## config.mk

```make
export PLATFORM = sky130hd
export DESIGN_NAME = tmst_cell
export DESIGN_NICKNAME = d
export VERILOG_FILES = /design/src/hdl/tmst_pkg.sv /design/src/hdl/tmst_cell.sv
export SDC_FILE = /design/constraint.sdc
export NUM_CORES = 1
export LEC_CHECK = 0
export BUFFER_PORTS_ARGS = -buffer_cell sky130_fd_sc_hd__clkbuf_2
export CAP_MARGIN = 0
export CORE_AREA = 2 2 386 388
export DETAILED_ROUTE_END_ITERATION = 12
export DIE_AREA = 0 0 388 390
export GPL_TIMING_DRIVEN = 0
export PLACE_DENSITY_LB_ADDON = 0.08
export SYNTH_ARGS = -nofsm -noshare
export SYNTH_HDL_FRONTEND = slang
export SYNTH_SLANG_ARGS = --single-unit
export TNS_END_PERCENT = 100
```

## constraint.sdc

```tcl
create_clock -name clk -period 5.9 [get_ports clk]
set_input_delay 0.295 -clock clk [delete_from_list [all_inputs] [get_ports clk]]
set_output_delay 0.295 -clock clk [all_outputs]
set_load 0.03 [all_outputs]
```

## src/hdl/tmst_pkg.sv

```systemverilog
// tmst_pkg: shared types and codes for the tagged message slot table.
// No dependencies.
`default_nettype none
package tmst_pkg;

	localparam int SLOT_NUM_W = 10;
	localparam int CNT_W      = 11;

	typedef enum logic [2:0] {
		MODE_WRITE_NEW   = 3'd0,
		MODE_WRITE_REPLY = 3'd1,
		MODE_READ_TYPE   = 3'd2,
		MODE_READ_INDEX  = 3'd3,
		MODE_READ_FIRST  = 3'd4,
		MODE_READ_REPLY  = 3'd5,
		MODE_TICK        = 3'd6,
		MODE_SWEEP       = 3'd7
	} mode_t;

	typedef enum logic [2:0] {
		ST_OK        = 3'd0,
		ST_BAD_ARG   = 3'd1,
		ST_TOO_LONG  = 3'd2,
		ST_NOT_FOUND = 3'd3,
		ST_BUF_SMALL = 3'd4
	} status_t;

	localparam logic [2:0] REG_SLOTS_IN_USE = 3'd0;
	localparam logic [2:0] REG_MAX_LENGTH   = 3'd1;
	localparam logic [2:0] REG_MIN_INDEX    = 3'd2;
	localparam logic [2:0] REG_MAX_INDEX    = 3'd3;
	localparam logic [2:0] REG_MAX_STAY     = 3'd4;

	// request token that walks down the row of slot cells
	typedef struct packed {
		logic                  valid;
		logic                  done;
		mode_t                 mode;
		logic [30:0]           ty;
		logic [30:0]           ix;
		logic [21:0]           pv;
		logic [21:0]           caller;
		logic [15:0]           len;
		logic [15:0]           cap;
		logic [63:0]           pay;
		logic [31:0]           now;
		logic [30:0]           cand;
		status_t               status;
		logic [SLOT_NUM_W-1:0] slot;
		logic [30:0]           o_type;
		logic [30:0]           o_index;
		logic [21:0]           o_prov;
		logic [21:0]           o_dealer;
		logic [15:0]           o_len;
		logic [63:0]           o_pay;
		logic [CNT_W-1:0]      cnt;
	} token_t;

endpackage
`default_nettype wire

```

## src/hdl/tmst_cell.sv

```systemverilog
// tmst_cell: one message slot and its share of the scan.
// Depends on tmst_pkg.
`default_nettype none
module tmst_cell #(
	parameter int CELL = 0
) (
	input  wire logic            clk,
	input  wire logic            arst_n,
	input  wire logic [6:0]      slots_in_use,
	input  wire logic [31:0]     max_stay,
	input  tmst_pkg::token_t     tok_in,
	output tmst_pkg::token_t     tok_out
);

	logic [30:0] type_q;
	logic [30:0] index_q;
	logic [21:0] prov_q;
	logic [21:0] dealer_q;
	logic [15:0] len_q;
	logic [63:0] pay_q;
	logic [31:0] stamp_q;
	tmst_pkg::token_t tok_q;

	tmst_pkg::token_t nt;
	logic        in_rng, occ, act, match, we, ce, is_new;
	logic [30:0] new_index;
	logic [21:0] new_prov, new_dealer;

	assign in_rng     = tmst_pkg::CNT_W'(slots_in_use) > tmst_pkg::CNT_W'(CELL);
	assign occ        = type_q != '0;
	assign act        = tok_in.valid && !tok_in.done && in_rng;
	assign is_new     = tok_in.mode == tmst_pkg::MODE_WRITE_NEW;
	assign new_index  = is_new ? tok_in.cand : tok_in.ix;
	assign new_prov   = is_new ? tok_in.caller : tok_in.pv;
	assign new_dealer = is_new ? 22'd0 : tok_in.caller;

	always_comb begin
		unique case (tok_in.mode)
			tmst_pkg::MODE_READ_TYPE:  match = occ && type_q == tok_in.ty && dealer_q == '0;
			tmst_pkg::MODE_READ_INDEX: match = occ && index_q == tok_in.ix && dealer_q != '0;
			tmst_pkg::MODE_READ_FIRST: match = occ && dealer_q == '0;
			tmst_pkg::MODE_READ_REPLY: match = occ && dealer_q != '0 && index_q == tok_in.ix
				&& prov_q == tok_in.pv;
			default:                   match = 1'b0;
		endcase
	end

	always_comb begin
		nt = tok_in;
		we = 1'b0;
		ce = 1'b0;
		if (act) begin
			unique case (tok_in.mode)
				tmst_pkg::MODE_WRITE_NEW, tmst_pkg::MODE_WRITE_REPLY: begin
					if (!occ) begin
						we          = 1'b1;
						nt.done     = 1'b1;
						nt.status   = tmst_pkg::ST_OK;
						nt.slot     = tmst_pkg::SLOT_NUM_W'(CELL);
						nt.o_type   = tok_in.ty;
						nt.o_index  = new_index;
						nt.o_prov   = new_prov;
						nt.o_dealer = new_dealer;
						nt.o_len    = tok_in.len;
					end
				end
				tmst_pkg::MODE_READ_TYPE, tmst_pkg::MODE_READ_INDEX,
				tmst_pkg::MODE_READ_FIRST, tmst_pkg::MODE_READ_REPLY: begin
					if (match) begin
						nt.done = 1'b1;
						nt.slot = tmst_pkg::SLOT_NUM_W'(CELL);
						if (len_q > tok_in.cap) begin
							nt.status = tmst_pkg::ST_BUF_SMALL;
						end else begin
							ce          = 1'b1;
							nt.status   = tmst_pkg::ST_OK;
							nt.o_type   = type_q;
							nt.o_index  = index_q;
							nt.o_prov   = prov_q;
							nt.o_dealer = dealer_q;
							nt.o_len    = len_q;
							nt.o_pay    = pay_q;
						end
					end
				end
				tmst_pkg::MODE_SWEEP: begin
					if (occ && (tok_in.now - stamp_q) >= max_stay) begin
						ce     = 1'b1;
						nt.cnt = tok_in.cnt + 1'b1;
					end
				end
				default: ;
			endcase
		end
	end

	always_ff @(posedge clk or negedge arst_n) begin
		if (!arst_n) begin
			type_q <= '0;
			tok_q  <= '0;
		end else begin
			tok_q <= nt;
			if (we) begin
				type_q <= tok_in.ty;
			end else if (ce) begin
				type_q <= '0;
			end
		end
	end

	always_ff @(posedge clk) begin
		if (we) begin
			index_q  <= new_index;
			prov_q   <= new_prov;
			dealer_q <= new_dealer;
			len_q    <= tok_in.len;
			pay_q    <= tok_in.pay;
			stamp_q  <= tok_in.now;
		end
	end

	assign tok_out = tok_q;

endmodule
`default_nettype wire

```

Yosys cells after proc, flatten, opt, wreduce, memory -nomap -nowiden
Cells that the tools add are included.

Word-level logic and storage cells: 88. Output and inout port bits: 480. Flip-flop bits (word level): 698. Input bits: 521.

Mux-type cells: 27. Order comparisons: 3. Reductions and logical operators: 19. Eq/ne operators: 9. Add/subtract/negate cells: 2.

Operators with widths (number): $pmux W135 S2 (1); $mux W210 (1); $mux W199 (1); $mux W186 (1); $mux W135 (1); $mux W31 (3); $mux W64 (1); $eq A31 B31 Y1 (2); $mux W22 (2); $ge A32 B32 Y1 (1); $sub A32 B32 Y32 (1); $reduce_bool A31 Y1 (1); $eq A22 B22 Y1 (1); $logic_not A22 Y1 (1); $mux W11 (2); $reduce_bool A22 Y1 (1); $gt A16 B16 Y1 (1); $add A11 B1 Y11 const B (1); $logic_and A1 B1 Y1 (11); $mux W1 (10); $eq A3 B3 Y1 const B (3); $gt A7 B1 Y1 const B (1); $eq A3 B2 Y1 const B (2); $pmux W1 S2 (2); 8 further kinds (8).

Depth between registers and ports, before layout
Gate-level depths: netlist of run 1.

Word-level depth: 10. Mapped depth: 22. Gate-level depth less buffers: 21.

Worst setup path after synthesis of run 1
OpenSTA, ideal clock, no wires.

Path type: register to register. Start: register type_q[19]. End: register dealer_q[0], enable pin. Required time: 5.433 ns. Arrival: 4.232 ns. Stages on the path, launching flop included: 8. Path buffers: 2. Slack: 1.202 ns. Clock period less this slack: 4.698 ns. Library setup time: 0.467 ns. Cell sequence: dfrtp_1 or4_1 nor4_1 and4b_1 nand3_1 clkinv_1 clkbuf_1 buf_2.

Longest elaborated chain between the ends: 4.

Ends and longest elaborated chain: from (decl) (line tmst_cell.sv:15) `logic [30:0] type_q;`; from (signal assigned) (line tmst_cell.sv:104) `type_q <= tok_in.ty;`; $reduce_bool A31 Y1 (line tmst_cell.sv:30) `assign occ = type_q != '0;`; $mux W1 (line tmst_cell.sv:55) `if (!occ) begin`; $mux W1 (line tmst_cell.sv:53) `unique case (tok_in.mode)`; $mux W1 (line tmst_cell.sv:52) `if (act) begin`; named net we (line tmst_cell.sv:25) `logic in_rng, occ, act, match, we, ce, is_new;`; to (signal assigned) (line tmst_cell.sv:115) `dealer_q <= new_dealer;`; to (decl) (line tmst_cell.sv:18) `logic [21:0] dealer_q;`.

The timed path passes the listed nets, and every way through them passes these cells. A chain may end at the register's enable or synchronous reset.

Worst setup path in the final report of run 1
Start: input port tok_in[241] (netlist name). End: register type_q[7].

Longest elaborated chain between the ends: 7.

Ends and longest elaborated chain: from (decl) (line tmst_cell.sv:11) `input tmst_pkg::token_t tok_in,`; $sub A32 B32 Y32 (line tmst_cell.sv:87) `if (occ && (tok_in.now - stamp_q) >= max_stay) begin`; $ge A32 B32 Y1 (line tmst_cell.sv:87); $logic_and A1 B1 Y1 (line tmst_cell.sv:87); $mux W1 (line tmst_cell.sv:87); $pmux W1 S2 (line tmst_cell.sv:53); $mux W1 (line tmst_cell.sv:52); $reduce_bool A2 Y1 (no source line).

Every way passes these cells.

==> summary.txt, run 1 <==
Die
  – Die height: 390 microns
  – Die X: 388 microns
  – Rows: 141
  – Die footprint: 151300 sq um
  – Starting Density: 18.48%
  – Core Box Area: 147100 sq um
  – IO Pins: 1001

Logic synthesis
  – Syn_area_per_cell: 14.57 sq um
  – Synth Instances: 1867
  – Synth cell count leaders: dfrtp_1, edfxtp_1, inv_1
  – EDFF count, synth: 187
  – Ys async rst share: 73.21%
  – Ys Warns: 0
  – Syn Nets: 2469
  – Cell taking the most area after synthesis: dfrtp_1
  – Post-synthesis sequential area ratio: 67.66%
  – Cell with the most instances after synthesis: dfrtp_1
  – Yosys reg bits: 698
  – Syn Std Cell Area: 27200 sq um
  – Count of cell types in the netlist: 66
  – Synth top area share: 47.02%
  – Synth Flop Type: dfrtp_1
  – Largest cells by area after synthesis: dfrtp_1, edfxtp_1, mux2_2, ha_1, a221o_1

Finish
  – Fraction of layout cells with a size suffix above 1: 36.68%
  – Final nets: 4051
  – Final Util: 29.02%
  – Syn-to-layout area delta: 57.00%
  – Post-Layout Cell Count: 5464

Setup path
  – CP required: 6.45 ns
  – Worst R2R End: type_q[7]$_DFFE_PN0P_
  – Worst reg2reg path depth: 22
  – Worst path bufs/invs: 6
  – Slowest stage delay, CP: 0.53 ns
  – Launching point of the worst reg2reg path: stamp_q[0]$_DFFE_PP_
  – Startpoint Class: input port
  – Top delay family on crit path: compound AO/OA/AOI/OAI gates
  – CP max FO: 10
  – Type of the worst setup path: input port to register
  – R2r setup slk: 0.46 ns
  – Crit-path slowest cell: dlygate4sd3_1
  – Critical path arrival: 6.00 ns
  – Setup crit end kind: register

CTS
  – TritonCTS Buffers: 88
  – Worst skew pair latency: 0.69 ns
  – H-tree Lvls: 3
  – Clk pin slew, worst setup/hold paths: 0.06 ns
  – CTS Sinks: 698
  – Setup bufs post-CTS: 0
  – Clock Root Buffer: clkbuf_16
  – Clock tree buffer depth: 3
  – CTS tree: yes

Placed design
  – Placed Cells incl. Taps: 4806
  – DP Wirelength: 97990 microns
  – RD Place Congestion: 0.8053
  – # port buffers: 1000

Timing
  – Ratio of final minimum period to clock period: 92.39%
  – Fmax: 183.5 MHz
  – Slew Viols, Final: 0
  – RSZ-0062 raised after global routing: no
  – Setup_tns: 0 ns
  – Count of final setup violators: 0
  – Final Hold Vio Count: 0
  – Relative slew margins: 9.570%
  – Worst-margin pin slew: 1.356 ns
  – Final Critical Period: 5.451 ns
  – Clock Skew: 0.01913 ns

Power and ir drop
  – Pint: 9.255 mW
  – Seq pwr share: 42.0%
  – Sw Share: 27.82%
  – Switching power: 3.567 mW
  – Clock network power share: 43.3%
  – Pwr dens: 300.3 nW/um^2
  – Combinational Power Share: 14.7%
  – Worst VDD drop: 0.2060 mV
  – Power after layout: 12.82 mW
  – Pleak: 19.35 nW

Detailed routing
  – Iter 0 DRT Violations: 1038
  – Average routed wire per standard cell: 22.84 microns
  – Via-to-Cell Ratio: 3.967
  – Routed via count: 21676
  – DRC: 0
  – ANT nets after route: 0
  – DRT Wirelength: 124800 microns
  – DR pass1 iterations: 5

Global routing
  – First-pass GRT wire length: 175600 microns
  – Grt ovf: 0
  – Total track usage: 16.16%
  – Vias in the first global route: 23960
  – Antenna violations before repair: 27
  – Pin count of the biggest net entering global routing: 108

Hold path
  – Hold path depth: 3
  – Hold_sp: slots_in_use[4]
  – Min-delay worst type: input port to register
  – Hold Crit Endpoint: tok_out[478]$_DFF_PN0_

Run
  – Max-cap violations: 0

Status
  – Outcome: completed
per-stage QoR:
| stage | setup slack, ns | hold slack, ns | area (sq um) |
|---|---|---|---|
| finish | 0.4490 | 0.1027 | 42700 |
| global route | 0.01166 | 0.1279 | 42690 |
| floorplan | 1.202 | -0.0005911 | 27200 |
| global placement | -8.360 | 0.4168 | 34620 |
| CTS | 0.1101 | 0.04589 | 42670 |
| detailed placement | -0.02340 | 0.2032 | 34850 |
power by group through the flow:
| stage | Combinational (mW) | Clock, mW | Sequential, mW |
|---|---|---|---|
| 2_1_floorplan | 0.437 | 0 | 5.82 |
| 3_3_place_gp | 1.61 | 0 | 5.49 |
| 3_5_place_dp | 1.63 | 0 | 5.48 |
| 4_1_cts | 1.92 | 5.77 | 5.39 |
| 5_1_grt | 2.02 | 5.95 | 5.42 |
| 6_report | 1.88 | 5.55 | 5.39 |
sequential cells by signal, summed over array words and instances (netlist names):
signal,count
prov_q,22
index_q,31
tok_out,480
dealer_q,22
type_q,31
stamp_q,32
pay_q,64
len_q,16
worst min-delay path: cells and delay by family:
family          cells  cell delay, ns
compound gates      2            0.38
buf+inv             1            0.08
cell families after synthesis:
| logic type | Yosys count | share of synthesized area [%] |
|---|---|---|
| xor+xnor | 124 | 3.993 |
| compound gates | 318 | 9.606 |
| simple gates | 327 | 7.057 |
| fa+ha+maj | 81 | 3.754 |
| buf+inv | 200 | 3.000 |
| mux | 119 | 4.927 |
| flops | 698 | 67.66 |
repair_timing:
| action | CTS | global route |
|---|---|---|
| hold endpoints to repair | 901 | 0 |
| setup endpoints to repair | 0 | 36 |
| hold buffers | 483 | 0 |
| gates resized for setup | 0 | 4 |
worst max path at each step:
| stage | slack (ns) | from | cells past startpoint | to |
|---|---|---|---|---|
| after global routing | 0.01 | stamp_q[0]$_DFFE_PP_ | 21 | type_q[1]$_DFFE_PN0P_ |
| after detailed placement | -0.02 | tok_in[241] | 23 | type_q[22]$_DFFE_PN0P_ |
| after CTS | 0.11 | stamp_q[0]$_DFFE_PP_ | 21 | type_q[20]$_DFFE_PN0P_ |
| final | 0.45 | tok_in[241] | 25 | type_q[7]$_DFFE_PN0P_ |
| after global placement | -8.36 | arst_n | 1 | tok_out[294]$_DFF_PN0_ |
| after floorplan | 1.20 | type_q[19]$_DFFE_PN0P_ | 7 | dealer_q[0]$_DFFE_PP_ |
final cells by class:
class	count	area, sq um
Timing Repair Buffer	1492	10050
Inverter	131	491.7
Tap cell	1930	2415
Sequential cell	698	18400
Buffer	69	336.6
Antenna cell	9	22.52
Multi-Input combinational cell	969	7998
Clock buffer	133	2649
Fill cell	15263	104400
Clock inverter	33	332.8
layer usage:
layer  vias to the layer above  wire (microns)  GRT usage (%)
met3                       148            8317          4.320
met4                        16            3116          4.945
met5                         -             104              0
met1                     10766           51290          19.49
li1                       9942               -              -
met2                       804           61960          27.99
cells in the final DEF (no fill, tap or decap), types with 6 or more instances in the layout:
cell,Yosys,routed
clkinv_2,0,12
inv_1,130,130
o21ai_0,24,24
buf_2,22,22
clkinv_1,1,6
o21a_1,6,6
a221o_1,95,95
nand4_1,27,27
nor2b_1,40,40
a21bo_2,15,15
buf_16,0,7
nor3_1,9,9
xnor2_1,71,71
mux2_1,26,26
clkbuf_16,0,94
ha_1,80,80
dlygate4sd3_1,0,483
a211oi_1,7,7
mux2_2,93,93
o41ai_1,12,12
a41oi_1,18,18
and3_1,9,9
and2_1,112,112
nand2_1,27,27
nand2b_1,6,6
dfrtp_1,511,511
nand3_1,21,21
a21oi_1,29,29
a21o_1,33,33
xor2_1,53,53
diode_2,0,9
clkbuf_8,0,16
clkbuf_1,38,61
nor2_1,28,28
edfxtp_1,187,187
o21bai_1,35,35
clkbuf_2,0,1001
nor4_1,29,29
No activity file was read; power rests on OpenSTA's default activity.
==> run 2: changes to the inputs <==
--- a/config.mk
+++ b/config.mk
@@ -5,11 +5,12 @@
 export SDC_FILE = /design/constraint.sdc
 export NUM_CORES = 1
 export LEC_CHECK = 0
+export ABC_AREA = 1
 export BUFFER_PORTS_ARGS = -buffer_cell sky130_fd_sc_hd__clkbuf_2
 export CAP_MARGIN = 0
-export CORE_AREA = 2 2 386 388
+export CORE_AREA = 2 2 384 386
 export DETAILED_ROUTE_END_ITERATION = 12
-export DIE_AREA = 0 0 388 390
+export DIE_AREA = 0 0 386 388
 export GPL_TIMING_DRIVEN = 0
 export PLACE_DENSITY_LB_ADDON = 0.08
 export SYNTH_ARGS = -nofsm -noshare
==> summary.txt, run 2 <==
Logic synthesis
  – Cell taking the most area after synthesis: dfrtp_1 (unchanged)
  – Synth Flop Type: dfrtp_1 (unchanged)
  – Syn Nets: 3382 (was 2469)
  – EDFF count, synth: 187 (unchanged)
  – Syn_area_per_cell: 10.26 sq um (was 14.57 sq um)
  – Yosys reg bits: 698 (unchanged)
  – Largest cells by area after synthesis: dfrtp_1, edfxtp_1, nand2_1, nand3_1, inv_1 (was dfrtp_1, edfxtp_1, mux2_2, ha_1, a221o_1)
  – Post-synthesis sequential area ratio: 64.52% (was 67.66%)
  – Synth top area share: 44.83% (was 47.02%)
  – Ys async rst share: 73.21% (unchanged)
  – Count of cell types in the netlist: 41 (was 66)
  – Cell with the most instances after synthesis: nand2_1 (was dfrtp_1)
  – Synth Instances: 2780 (was 1867)
  – Syn Std Cell Area: 28520 sq um (was 27200 sq um)
  – Synth cell count leaders: nand2_1, dfrtp_1, inv_1 (was dfrtp_1, edfxtp_1, inv_1)
  – Ys Warns: 0 (unchanged)

Setup path
  – Slowest stage delay, CP: 0.58 ns (was 0.53 ns)
  – Critical-path cell list: ha_1, inv_1, fa_1, nand3_1, nand2_1, a31oi_1, o21ai_0, a21boi_0, o21ai_0, xor2_1, ha_1, nand2_1, nor2_1, nor2_1, nand3_1, a21oi_1, nand3_1, nand2_2, clkbuf_1, nand4_1, nand2_1
  – Startpoint Class: register (was input port)
  – CP required: 6.51 ns (was 6.45 ns)
  – Critical path arrival: 5.94 ns (was 6.00 ns)
  – Launching point of the worst reg2reg path: stamp_q[0]$_DFFE_PP_ (unchanged)
  – Setup crit end kind: register (unchanged)
  – Crit-path slowest cell: o21ai_0 (was dlygate4sd3_1)
  – Critical path startpoint: stamp_q[0]$_DFFE_PP_ (was tok_in[241])
  – CP max FO: 10 (unchanged)
  – Type of the worst setup path: register to register (was input port to register)

Die
  – IO Pins: 1001 (unchanged)
  – Die height: 388 microns (was 390 microns)
  – Starting Density: 19.64% (was 18.48%)
  – Core Box Area: 145200 sq um (was 147100 sq um)
  – Die X: 386 microns (was 388 microns)
  – Die footprint: 149800 sq um (was 151300 sq um)
  – Rows: 140 (was 141)

Detailed routing
  – DRC: 0 (unchanged)
  – Average routed wire per standard cell: 23.25 microns (was 22.84 microns)
  – Routed via count: 25824 (was 21676)
  – Top Metal Used: met5 (unchanged)
  – Met1 Wirelength: 61340 microns (was 51290 microns)
  – ANT nets after route: 0 (unchanged)
  – DRT Wirelength: 148000 microns (was 124800 microns)
  – Via-to-Cell Ratio: 4.055 (was 3.967)
  – WL met3: 8613 microns (was 8317 microns)
  – Metal2 WL: 74740 microns (was 61960 microns)
  – DR pass1 iterations: 5 (unchanged)
  – Iter 0 DRT Violations: 1202 (was 1038)

Global routing
  – Total track usage: 19.31% (was 16.16%)
  – Antenna violations before repair: 33 (was 27)
  – First-pass GRT wire length: 204900 microns (was 175600 microns)
  – Vias in the first global route: 27102 (was 23960)
  – Grt ovf: 0 (unchanged)
  – Pin count of the biggest net entering global routing: 97 (was 108)

Finish
  – Final nets: 4963 (was 4051)
  – Post-Layout Cell Count: 6368 (was 5464)
  – Post-route cell area: 44180 sq um (was 42700 sq um)
  – Final Util: 30.43% (was 29.02%)
  – Commonest cells after routing, fill and taps aside: clkbuf_2, nand2_1, dfrtp_1 (was clkbuf_2, dfrtp_1, dlygate4sd3_1)
  – Number of flip-flops in the largest register: 480 (unchanged)
  – Fraction of layout cells with a size suffix above 1: 27.14% (was 36.68%)
  – Syn-to-layout area delta: 54.91% (was 57.00%)
  – Most common cell after layout, fill and taps aside: clkbuf_2 (unchanged)

Placed design
  – RD Place Congestion: 0.8322 (was 0.8053)
  – Placed Cells incl. Taps: 5704 (was 4806)
  – DP Wirelength: 116400 microns (was 97990 microns)
  – # port buffers: 1000 (unchanged)
  – Area after DPL: 36140 sq um (was 34850 sq um)

CTS
  – Clock Root Buffer: clkbuf_16 (unchanged)
  – Clk pin slew, worst setup/hold paths: 0.06 ns (about the same)
  – CTS tree: yes (unchanged)
  – Worst skew pair latency: 0.70 ns (was 0.69 ns)
  – CTS Sinks: 698 (unchanged)
  – Clock tree buffer depth: 3 (unchanged)
  – H-tree Lvls: 3 (unchanged)
  – TritonCTS Buffers: 89 (was 88)
  – Setup bufs post-CTS: 0 (unchanged)

Power and ir drop
  – Pwr dens: 318.4 nW/um^2 (was 300.3 nW/um^2)
  – Pleak: 21.56 nW (was 19.35 nW)
  – Worst VDD drop: 0.1842 mV (was 0.2060 mV)

Timing
  – Final Critical Period: 5.326 ns (was 5.451 ns)
  – Final Hold Vio Count: 0 (unchanged)
  – Slew Viols, Final: 0 (unchanged)
  – Count of final setup violators: 0 (unchanged)
  – RSZ-0062 raised after global routing: no (unchanged)
  – Ratio of final minimum period to clock period: 90.28% (was 92.39%)
  – Clock Skew: 0.02147 ns (was 0.01913 ns)
  – Setup_tns: 0 ns (unchanged)
  – Fin Hold WS: 0.2137 ns (was 0.1027 ns)
  – Relative slew margins: 10.28% (was 9.570%)
  – Fmax: 187.7 MHz (was 183.5 MHz)
  – Worst-margin pin slew: 1.346 ns (was 1.356 ns)

Run
  – Max-cap violations: 0 (unchanged)

Status
  – Outcome: completed (unchanged)

Hold path
  – Min-delay worst type: input port to asynchronous set/reset pin (was input port to register)
-- run 2: cell count changes in the layout (fill, tap and decap cells not counted), sizes merged, moves of 112 or more --
cell	before	now
and2	112	0
inv	133	324
mux2	119	0
nand2	27	766
nand3	21	278
nor2	28	165
-- run 2: where the power goes --
| group | switching, mW | leakage, nW | total, mW | internal (mW) |
|---|---|---|---|---|
| registers | 0.229 | 7.71 | 5.58 | 5.35 |
| logic | 1.73 | 12.3 | 2.64 | 0.904 |
| clock network | 2.38 | 1.55 | 5.85 | 3.47 |
| total | 4.34 | 21.6 | 14.1 | 9.73 |
-- run 2: kinds of logic (layout without fill, tap and decap cells) --
logic type,after synthesis,after routing,synth area share [%]
buf+inv,417,2074,5.791
compound gates,226,226,4.882
xor+xnor,74,74,2.272
simple gates,1273,1273,18.57
mux,11,11,0.3860
other cells,0,14,0
flops,698,698,64.52
fa+ha+maj,81,81,3.580
-- run 2: worst max-delay path: cells and delay by family, from the launching register on --
family                   cells  cell delay, ns
AND/OR/NAND/NOR             10            1.80
AO/OA/AOI/OAI                5            1.64
adder cells (fa/ha/maj)      3            0.67
buffers and inverters        2            0.56
flip-flops                   1            0.36
XOR/XNOR                     1            0.21
-- run 2: area by class of cell --
cell class / count / area, sq um
fill: 15463 / 101000
sequential: 698 / 18400
timing repair buffer: 1490 / 10040
multi-input combinational: 1665 / 8477
clock buffer: 136 / 2803
tap: 1917 / 2399
inverter: 322 / 1209
buffer: 95 / 456.7
clock inverter: 31 / 362.8
antenna: 14 / 35.03
-- run 2: timing repair --
action	in CTS	in global routing
setup endpoints to repair	30	31
gates resized for setup	2	5
cloned	0	0
endpoints found under the hold margin	736	0
hold buffers	483	0
-- run 2: worst paths after layout --
| path | endpoint | slack, ns | cells after the start |
|---|---|---|---|
| max in group asynchronous | tok_out[266]$_DFF_PN0_ | 4.19 | 4 |
| max reg2reg | type_q[14]$_DFFE_PN0P_ | 0.57 | 21 |
| min | tok_out[392]$_DFF_PN0_ | 0.21 | 2 |
| min in group clk | tok_out[219]$_DFF_PN0_ | 0.26 | 2 |
| max | type_q[14]$_DFFE_PN0P_ | 0.57 | 21 |
| min reg2reg | tok_out[49]$_DFF_PN0_ | 0.42 | 2 |
-- run 2: metrics by stage --
| stage | setup slack [ns] | total power [mW] |
|---|---|---|
| 3_3_place_gp | -9.426 | 8.098 |
| 4_1_cts | 0.05001 | 14.37 |
| 5_1_grt | 0.06761 | 14.77 |
| 2_1_floorplan | 1.427 | 6.891 |
| 6_report | 0.5736 | 14.07 |
| 3_5_place_dp | -0.4740 | 8.092 |
-- run 2: routing by layer --
| metal | vias to the layer above | track usage (%) |
|---|---|---|
| li1 | 12248 | - |
| met1 | 12659 | 23.41 |
| met2 | 750 | 34.19 |
| met3 | 149 | 4.388 |
| met4 | 18 | 4.782 |
| met5 | - | 0 |
